$ cat config.mk
export PLATFORM = sky130hd
export DESIGN_NAME = ispf_mac
export DESIGN_NICKNAME = d
export VERILOG_FILES = /design/src/sv/ispf_pkg.sv /design/src/sv/ispf_mac.sv
export SDC_FILE = /design/constraint.sdc
export NUM_CORES = 1
export LEC_CHECK = 0
export BUFFER_PORTS_ARGS = -buffer_cell sky130_fd_sc_hd__buf_2
export CAP_MARGIN = 40
export CORE_ASPECT_RATIO = 0.8
export CORE_UTILIZATION = 57
export DETAILED_ROUTE_END_ITERATION = 10
export HOLD_SLACK_MARGIN = 0.05
export PLACE_DENSITY = 0.76
export SYNTH_ARGS = -nofsm -noshare
export SYNTH_HDL_FRONTEND = slang
export SYNTH_SLANG_ARGS = --single-unit
export TNS_END_PERCENT = 50
$ cat constraint.sdc
create_clock -name clk -period 13.45 [get_ports clk]
set_clock_uncertainty 0.15 [all_clocks]
set_input_delay 2.69 -clock clk [delete_from_list [all_inputs] [get_ports clk]]
set_output_delay 2.69 -clock clk [all_outputs]
set_load 0.01 [all_outputs]
$ cat src/sv/ispf_pkg.sv
// Package for the sparse FIR input shaper: widths, register indexes, types.
// No dependencies; used by every other file of the block.
package ispf_pkg;

    // Ring depth, a power of two: addresses wrap by truncation
    localparam int DEPTH      = 1024;
    localparam int ADDR_W     = $clog2(DEPTH);
    localparam int MAX_TAPS   = 4;
    localparam int TIDX_W     = $clog2(MAX_TAPS);
    localparam int SAMPLE_W   = 16;
    localparam int GAIN_W     = 16;
    localparam int LAG_W      = 10;
    localparam int TAPCNT_W   = 3;
    localparam int FRAC_BITS  = 15;
    localparam int CFG_IDX_W  = 3;
    localparam int CFG_DATA_W = 16;
    // sample times unsigned gain, as a signed product
    localparam int PROD_W     = SAMPLE_W + GAIN_W + 1;
    localparam int ACC_W      = PROD_W + TIDX_W;

    typedef enum logic [CFG_IDX_W-1:0] {
        REG_TAP_COUNT = 3'd0,
        REG_GAIN_TAP0 = 3'd1,
        REG_GAIN_TAP1 = 3'd2,
        REG_GAIN_TAP2 = 3'd3,
        REG_GAIN_TAP3 = 3'd4,
        REG_LAG_TAP1  = 3'd5,
        REG_LAG_TAP2  = 3'd6,
        REG_LAG_TAP3  = 3'd7
    } reg_idx_t;

    typedef enum logic [3:0] {
        ST_CLEAR = 4'b0001,
        ST_IDLE  = 4'b0010,
        ST_RUN   = 4'b0100,
        ST_OUT   = 4'b1000
    } state_t;

    // Control from the sequencer to the multiply-accumulate unit
    typedef struct packed {
        logic acc_clear;
        logic mul_en;
        logic acc_en;
    } mac_ctl_t;

endpackage

$ cat src/sv/ispf_mac.sv
// Shared multiply-accumulate unit with round-half-up and saturation.
// Depends on ispf_pkg for widths and the mac_ctl_t control group.
module ispf_mac
(
    input  logic                                clk,
    input  ispf_pkg::mac_ctl_t                  ctl,
    input  logic [ispf_pkg::SAMPLE_W-1:0]       sample,
    input  logic [ispf_pkg::GAIN_W-1:0]         gain,
    output logic [ispf_pkg::SAMPLE_W-1:0]       result
);

    localparam int AW = ispf_pkg::ACC_W;
    localparam logic signed [AW-1:0] HALF   = AW'(1) << (ispf_pkg::FRAC_BITS - 1);
    localparam logic signed [AW-1:0] SAT_HI = AW'((1 << (ispf_pkg::SAMPLE_W - 1)) - 1);
    localparam logic signed [AW-1:0] SAT_LO = -SAT_HI - AW'(1);

    logic signed [ispf_pkg::PROD_W-1:0] prod_reg;
    logic signed [AW-1:0]               acc_reg;
    logic signed [AW-1:0]               biased;
    logic signed [AW-1:0]               shifted;

    always_ff @(posedge clk)
    begin
        if (ctl.mul_en)
        begin
            prod_reg <= $signed(sample) * $signed({1'b0, gain});
        end
    end

    always_ff @(posedge clk)
    begin
        if (ctl.acc_clear)
        begin
            acc_reg <= '0;
        end
        else if (ctl.acc_en)
        begin
            acc_reg <= acc_reg + AW'(prod_reg);
        end
    end

    // Round half up, floor shift back to Q1.15, clamp to the sample range
    always_comb
    begin
        biased  = acc_reg + HALF;
        shifted = biased >>> ispf_pkg::FRAC_BITS;
        if (shifted > SAT_HI)
        begin
            result = SAT_HI[ispf_pkg::SAMPLE_W-1:0];
        end
        else if (shifted < SAT_LO)
        begin
            result = SAT_LO[ispf_pkg::SAMPLE_W-1:0];
        end
        else
        begin
            result = shifted[ispf_pkg::SAMPLE_W-1:0];
        end
    end

endmodule

* Yosys cells after proc, flatten, opt, wreduce, memory -nomap -nowiden
Index checks and enable logic that the tools add are counted.
** Word-level totals
- Output and inout bits :: 16
- Flip-flop bits (word level) :: 68
** Cells by class
- Add/subtract/negate cells :: 2
- $lt $le $gt $ge :: 2
- Multiply operators :: 1
- Multiplexer cells :: 2
** Operator list (number)
- $add A35 B16 Y35 const B :: 1
- $add A35 B33 Y35 :: 1
- $mul A16 B17 Y33 :: 1
- $mux W16 :: 2
- $gt A20 B16 Y1 const B :: 1
- $lt A20 B16 Y1 const B :: 1

* Depth between registers and ports, before layout
Gate-level depths: netlist (run 1).
- Depth in word-level cells :: 4
- Depth in mapped cells :: 24
- Mapped depth without buffers :: 22

* Worst setup path before layout (run 1)
OpenSTA, ideal clock, no wires.
- Kind :: input to register
- Start :: in gain[5] (netlist bit)
- End :: reg prod_reg[31] (netlist bit) (data pin)
- Cell stages on the path :: 23
- Path slack :: 4.981 ns
- Buffers on the path :: 1
- Data arrival time :: 8.061 ns
- Path through :: clkbuf_1 nand2_1 fa_1 inv_1 fa_1 inv_1 fa_1 inv_1 fa_1 fa_1 inv_1 fa_1 inv_1 ha_1 nand2_1 a211oi_1 a21bo_2 a31o_2 a21oi_4 a221oi_2 o21ai_0 a21oi_1 xnor2_1
** Between the ends
- Word-level cells in the longest chain between the ends :: 1
** Ends and longest elaborated chain
- start, declared :: RTL line ispf_mac.sv:8 : input logic [ispf_pkg::GAIN_W-1:0] gain,
- $mul A16 B17 Y33 :: RTL line ispf_mac.sv:26 : prod_reg <= $signed(sample) * $signed({1'b0, gain});
- end signal, assigned :: RTL line ispf_mac.sv:26
- end, declared :: RTL line ispf_mac.sv:17 : logic signed [ispf_pkg::PROD_W-1:0] prod_reg;
Every way passes these cells.
A chain may end at the register's enable or synchronous reset.

* Worst setup path after layout (run 1)
- Start :: in sample[15] (netlist bit)
- End :: reg prod_reg[28] (netlist bit) (data pin)
** Between the ends
- Word-level cells in the longest chain between the ends :: 1
** Ends and longest elaborated chain
- start, declared :: RTL line ispf_mac.sv:7 : input logic [ispf_pkg::SAMPLE_W-1:0] sample,
- $mul A16 B17 Y33 :: RTL line ispf_mac.sv:26
Every way passes these cells.

==> impl_metrics.toml, run 1 <==
[setup_path]
crit-reg2reg-capture = "acc_reg[28]"
worst_setup_path_start_kind = "input pin"
regToRegSetupSlack_ns = 10.27
capture_point_of_the_worst_path = "prod_reg[28]"
crit-reg2reg-launch = "acc_reg[0]"
timing.critical_path.fanout_max = 11
r2r.worst_path.cells = 12
crit_type = "in2reg"
required_ns = 13.39
timing.critical_path.arrival_ns = 8.64
worst_setup_path_end_kind = "flip-flop"
startpoint = "sample[15]"

[clock_network]
number_of_buffers_added_by_the_clock_tree_synthesis_step = 9
clock_latency_ns = 0.33
postCtsSetupRepairBufs = 0
clock-sinks = 68
postCtsHoldBufs = 0
cts_resized = 0
cts_root_buffer = "sky130_fd_sc_hd__clkbuf_16"
tritoncts = "yes"
cts_buffer_depth = 2
htree_levels = 3
clk_transition_reported_paths_ns = 0.06

[layout]
drive_gt1_frac = 0.0572
layout_commonest_cell = "sky130_fd_sc_hd__inv_1"
final_cell_count_no_fill = 1826
diodes = 0
largest_reg_flops = 35
flow.area_growth_from_synthesis_pct = 5.54
final_net_count = 1903
utilization = 0.621
most_frequent_cells_in_the_layout = "262 x sky130_fd_sc_hd__inv_1, 195 x sky130_fd_sc_hd__fa_1, 166 x sky130_fd_sc_hd__nand2_1, 157 x sky130_fd_sc_hd__ha_1, 123 x sky130_fd_sc_hd__and2_1"
fillers = 1932

[timing]
fmax_mhz = 115
setup_viol = 0
fin_worst_hold_slack_ns = 0.344
rsz_0062_raised_after_global_routing = "false"
timing_worst_slew_pin_value_ns = 0.789
final_critical_path_time_including_i_o_delays_and_setup_ns = 8.70
finalMaxSlewViolations = 0
hold_viol = 0
final_period_util = 0.647
timing.slew.headroom = 0.470
finalSetupTns_ns = 0

[grt]
global_route.usage.total = 0.245
grt_pass1_vias = 10200
antenna_found_initial = 0
largest_net_degree_at_the_start_of_global_routing = 36
grt_pass1_wl_um = 48100
grt_busiest_layer = "met2"
gr-usage-met1 = 0.336
groute.layer.met2.usage = 0.418
overflow_left_after_global_routing = 0
grt_util_met3 = 0.0302

[synthesis]
post_synth_inst_count = 1511
number_of_enable_flip_flop_cells_after_synthesis = 33
number_of_distinct_standard_cells_referenced_by_the_synthesized_netlist = 69
synth.cell_area_mm2 = 0.0133
synthesis.nets = 1899
ys_seq_elements = 68
synthFlopType = "sky130_fd_sc_hd__dfxtp_1"
fraction_of_synthesis_flops_using_an_asynchronous_set_or_reset_pin = 0
post_synth.cell_area_avg_um2 = 8.83
synth_warnings = 0
seq_area_frac_synth = 0.127

[floorplanning]
die-area_mm2 = 0.0240
floorplan.initialDensity = 0.588
dieHeight_um = 139
std_cell_rows = 49
fp.dieW_um = 173
core_area_mm2 = 0.0227
ioPinCount = 52

[routing]
vias_per_cell = 5.56
vias = 10200
finalWirelength_um = 27900
ant_nets = 0
drt-pass1-iter-count = 5
drt-wirelength-per-cell_um = 15.3
drc = 0
drt-initial-drc-count = 614

[flow_run]
drv.max_cap_violation_count = 0

[place]
port_bufs = 51
post-place-cells = 1810
final_weighted_congestion_in_routability_driven_placement = 0.899
dp_hpwl_um = 22800

[hold_path]
holdCritPathClass = "reg2reg"

[run_status]
status = "completed"
cells by family after synthesis:
| logic type | Yosys count | share of synthesized area |
|---|---|---|
| XOR/XNOR | 73 | 0.0479 |
| AND/OR/NAND/NOR | 462 | 0.172 |
| multiplexers | 24 | 0.0185 |
| adder cells (fa/ha/maj) | 352 | 0.440 |
| buffers and inverters | 321 | 0.0914 |
| AO/OA/AOI/OAI | 211 | 0.104 |
| flip-flops | 68 | 0.127 |
synth_stat cells (3+ instances only):
cell type | instances | area (um2)
sky130_fd_sc_hd__or2_2 | 4 | 25.0
sky130_fd_sc_hd__xnor2_1 | 39 | 342
sky130_fd_sc_hd__o21ai_1 | 6 | 30.0
sky130_fd_sc_hd__a21oi_1 | 53 | 265
sky130_fd_sc_hd__xor2_1 | 34 | 298
sky130_fd_sc_hd__and3_1 | 14 | 87.6
sky130_fd_sc_hd__a211o_1 | 3 | 26.3
sky130_fd_sc_hd__fa_1 | 195 | 3900
sky130_fd_sc_hd__o21a_1 | 4 | 30.0
sky130_fd_sc_hd__o21ai_0 | 52 | 260
sky130_fd_sc_hd__o31ai_1 | 3 | 22.5
sky130_fd_sc_hd__a31oi_1 | 8 | 50.1
sky130_fd_sc_hd__a211oi_1 | 4 | 30.0
sky130_fd_sc_hd__and4_1 | 4 | 35.0
sky130_fd_sc_hd__nand2_1 | 166 | 623
sky130_fd_sc_hd__nor3_1 | 9 | 45.0
sky130_fd_sc_hd__nand4_1 | 9 | 56.3
sky130_fd_sc_hd__dfxtp_1 | 35 | 701
sky130_fd_sc_hd__a21boi_0 | 3 | 22.5
sky130_fd_sc_hd__o22ai_1 | 8 | 50.1
sky130_fd_sc_hd__nand2b_1 | 23 | 144
sky130_fd_sc_hd__and2_1 | 123 | 769
sky130_fd_sc_hd__ha_1 | 157 | 1960
sky130_fd_sc_hd__edfxtp_1 | 33 | 991
sky130_fd_sc_hd__clkbuf_1 | 53 | 199
sky130_fd_sc_hd__mux2i_1 | 22 | 220
sky130_fd_sc_hd__o211ai_1 | 4 | 30.0
sky130_fd_sc_hd__a21o_1 | 34 | 255
sky130_fd_sc_hd__nor2_1 | 68 | 255
sky130_fd_sc_hd__nand3_1 | 21 | 105
sky130_fd_sc_hd__nor2b_1 | 10 | 62.6
sky130_fd_sc_hd__inv_1 | 262 | 983
sky130_fd_sc_hd__o21bai_1 | 7 | 52.6
metal layers:
metal | routed length, um | vias to the layer above
met3 | 1150 | 31
li1 | - | 4830
met5 | 0 | -
met4 | 323 | 0
met1 | 12600 | 5067
met2 | 13800 | 222
metrics by stage:
| stage | setup WS [ns] | instance area, um2 |
|---|---|---|
| final | 4.75 | 14100 |
| after global routing | 4.41 | 14100 |
| after CTS | 4.79 | 14100 |
| after detailed placement | 4.45 | 13800 |
| after global placement | 4.53 | 13700 |
| after floorplan | 4.98 | 13300 |
worst min-delay path by stage:
| stage | from | to | slack, ns | depth (start not counted) |
|---|---|---|---|---|
| floorplan | acc_reg[11] | acc_reg[11] | 0.31 | 2 |
| global placement | acc_reg[4] | acc_reg[4] | 0.33 | 2 |
| CTS | acc_reg[11] | acc_reg[11] | 0.35 | 2 |
| detailed placement | acc_reg[11] | acc_reg[11] | 0.34 | 2 |
| global route | acc_reg[11] | acc_reg[11] | 0.35 | 2 |
| finish | acc_reg[11] | acc_reg[11] | 0.34 | 2 |
area by class of cell:
type	instances	area (um2)	area share
tap	306	383	0.0272
timing repair buffer	52	275	0.0196
inverter	262	983	0.0699
multi-input combinational	1122	10400	0.741
sequential	68	1690	0.120
clock buffer	9	225	0.0160
clock inverter	7	91.3	0.00649
worst max-delay path: stages:
cell and delay [ns]:
sky130_fd_sc_hd__buf_2 0.19, sky130_fd_sc_hd__inv_1 0.31, sky130_fd_sc_hd__nor2_1 0.11, sky130_fd_sc_hd__fa_1 0.52
sky130_fd_sc_hd__fa_1 0.52, sky130_fd_sc_hd__fa_1 0.52, sky130_fd_sc_hd__fa_1 0.52, sky130_fd_sc_hd__fa_1 0.54
sky130_fd_sc_hd__inv_1 0.05, sky130_fd_sc_hd__fa_1 0.53, sky130_fd_sc_hd__inv_1 0.04, sky130_fd_sc_hd__ha_1 0.34
sky130_fd_sc_hd__inv_1 0.15, sky130_fd_sc_hd__o21ai_0 0.11, sky130_fd_sc_hd__a21oi_1 0.26, sky130_fd_sc_hd__o21ai_0 0.20
sky130_fd_sc_hd__o41ai_2 0.53, sky130_fd_sc_hd__o21ai_1 0.19, sky130_fd_sc_hd__a31oi_1 0.23, sky130_fd_sc_hd__xnor2_1 0.08
Power of run 1 is not shown: default switching activity piles up to over one toggle a cycle in this logic, so the estimate is an artifact.
==> run 2, diff against run 1 <==
--- a/config.mk
+++ b/config.mk
@@ -11,7 +11,7 @@
 export CORE_UTILIZATION = 57
 export DETAILED_ROUTE_END_ITERATION = 10
 export HOLD_SLACK_MARGIN = 0.05
-export PLACE_DENSITY = 0.76
+export PLACE_DENSITY = 0.79
 export SYNTH_ARGS = -nofsm -noshare
 export SYNTH_HDL_FRONTEND = slang
 export SYNTH_SLANG_ARGS = --single-unit
==> constraint.sdc (replaced) <==
create_clock -name clk -period 7.7 [get_ports clk]
set_clock_uncertainty 0.15 [all_clocks]
set_input_delay 1.54 -clock clk [delete_from_list [all_inputs] [get_ports clk]]
set_output_delay 1.54 -clock clk [all_outputs]
set_load 0.01 [all_outputs]
==> impl_metrics.toml, run 2 (synthesized netlist as in run 1, its figures left out) <==
[setup_path]
timing.critical_path.arrival_ns = 7.37
worst_setup_path_end_kind = "flip-flop"
required_ns = 7.63
path_buf_inv = 6
worst_setup_path_start_kind = "input pin"
regToRegSetupSlack_ns = 4.45
timing.critical_path.max_delay_family = "adder cells"
cpMaxStageDelayCell = "sky130_fd_sc_hd__fa_1"
timing.critical_path.fanout_max = 16
crit_type = "in2reg"
worstPathCellList = "buf_2, nand2_1, fa_1, inv_1, fa_1, inv_1, fa_1, inv_1, fa_1, fa_1, inv_1, fa_1, inv_1, ha_1, nand2_1, a211oi_2, a21bo_2, a31o_2, a21oi_4, a221oi_4, o21ai_0, a21oi_1, xnor2_1"
cp_slowest_stage_delay_ns = 0.55
critPathMostFrequentCell = "sky130_fd_sc_hd__fa_1"

[clock_network]
tritoncts = "yes"
clock_latency_ns = 0.33
cts_root_buffer = "sky130_fd_sc_hd__clkbuf_16"
clk_transition_reported_paths_ns = 0.06
cts_buffer_depth = 2
htree_levels = 3
number_of_buffers_added_by_the_clock_tree_synthesis_step = 9
clock-sinks = 68
postCtsSetupRepairBufs = 0

[routing]
vias = 10400
drc = 0
drt-initial-drc-count = 753
finalWirelength_um = 29100
ant_nets = 0
vias_per_cell = 5.60
drt-wirelength-per-cell_um = 15.7
drt-pass1-iter-count = 5

[grt]
overflow_left_after_global_routing = 0
grt_pass1_vias = 10600
largest_net_degree_at_the_start_of_global_routing = 38
global_route.usage.total = 0.254
grt_pass1_wl_um = 49800
antenna_found_initial = 0

[layout]
final_net_count = 1930
drive_gt1_frac = 0.0743
final_cell_count_no_fill = 1853
layout_commonest_cell = "sky130_fd_sc_hd__inv_1"
largest_reg_flops = 35
finish.instance_area_mm2 = 0.0143
flow.area_growth_from_synthesis_pct = 7.33
utilization = 0.631
diodes = 0
most_frequent_cells_in_the_layout = "262 x sky130_fd_sc_hd__inv_1, 195 x sky130_fd_sc_hd__fa_1, 166 x sky130_fd_sc_hd__nand2_1, 157 x sky130_fd_sc_hd__ha_1, 123 x sky130_fd_sc_hd__and2_1"

[timing]
hold_viol = 0
fmax_mhz = 134
timing_worst_slew_pin_value_ns = 0.756
setup_viol = 0
final_critical_path_time_including_i_o_delays_and_setup_ns = 7.44
timing.slew.headroom = 0.492
final_period_util = 0.966
post-route-worst-setup-slack_ns = 0.264
rsz_0062_raised_after_global_routing = "false"
finalMaxSlewViolations = 0

[place]
pre_cts_ws_ns = -0.107
dp_hpwl_um = 24000
post_dp_cell_area_mm2 = 0.0140
post-place-cells = 1837
final_weighted_congestion_in_routability_driven_placement = 0.913
port_bufs = 51

[floorplanning]
die-area_mm2 = 0.0240
core_area_mm2 = 0.0227
dieHeight_um = 139
fp.dieW_um = 173
floorplan.initialDensity = 0.588
ioPinCount = 52
std_cell_rows = 49

[run_status]
status = "completed"

[hold_path]
holdCritPathClass = "reg2reg"

[flow_run]
drv.max_cap_violation_count = 0
run 2: cell count changes in the layout (fill, tap and decap cells not counted), sizes merged:
cell and delta:
clkbuf +2, inv +3, buf +26, clkinv -4
run 2: metrics by stage:
step,hold WS [ns],setup TNS (ns)
2_1_floorplan,0.313,0
3_3_place_gp,0.325,0
3_5_place_dp,0.336,-0.188
4_1_cts,0.347,0
5_1_grt,0.386,0
6_report,0.346,0
run 2: layer usage:
layer  global-route usage  routed length, um  vias to the layer above
met3               0.0381               1670                       54
met2                0.438              14500                      303
met5                    0                  0                        -
met4               0.0610                565                        0
met1                0.336              12400                     5141
li1                     -                  -                     4884
run 2: timing repair:
item,in CTS,in global routing
hold endpoints to repair,0,0
setup endpoints to repair,0,6
gates resized for setup,0,3
hold buffers,0,0
run 2: layout make-up:
type	count	area [um2]
Sequential cell	68	1690
Fill cell	1878	8370
Tap cell	306	383
Clock inverter	6	93.8
Multi-Input combinational cell	1122	10400
Clock buffer	10	239
Inverter	262	983
Timing Repair Buffer	79	480
run 2: worst register-to-register path, delay by kind of cell (launching register included):
| family | cells | cell delay [ns] |
|---|---|---|
| flops | 1 | 0.33 |
| fa+ha+maj | 2 | 0.59 |
| simple gates | 1 | 0.18 |
| buf+inv | 1 | 0.06 |
| xor+xnor | 1 | 0.17 |
| compound gates | 7 | 1.68 |
run 2: worst paths after layout:
kind | startpoint | endpoint | cells after the start
setup / recovery | gain[7] | prod_reg[31] | 23
hold / removal | acc_reg[11] | acc_reg[11] | 2
setup reg to reg | acc_reg[0] | acc_reg[28] | 12
hold reg to reg | acc_reg[11] | acc_reg[11] | 2
Power of run 2 is left out for the same reason.
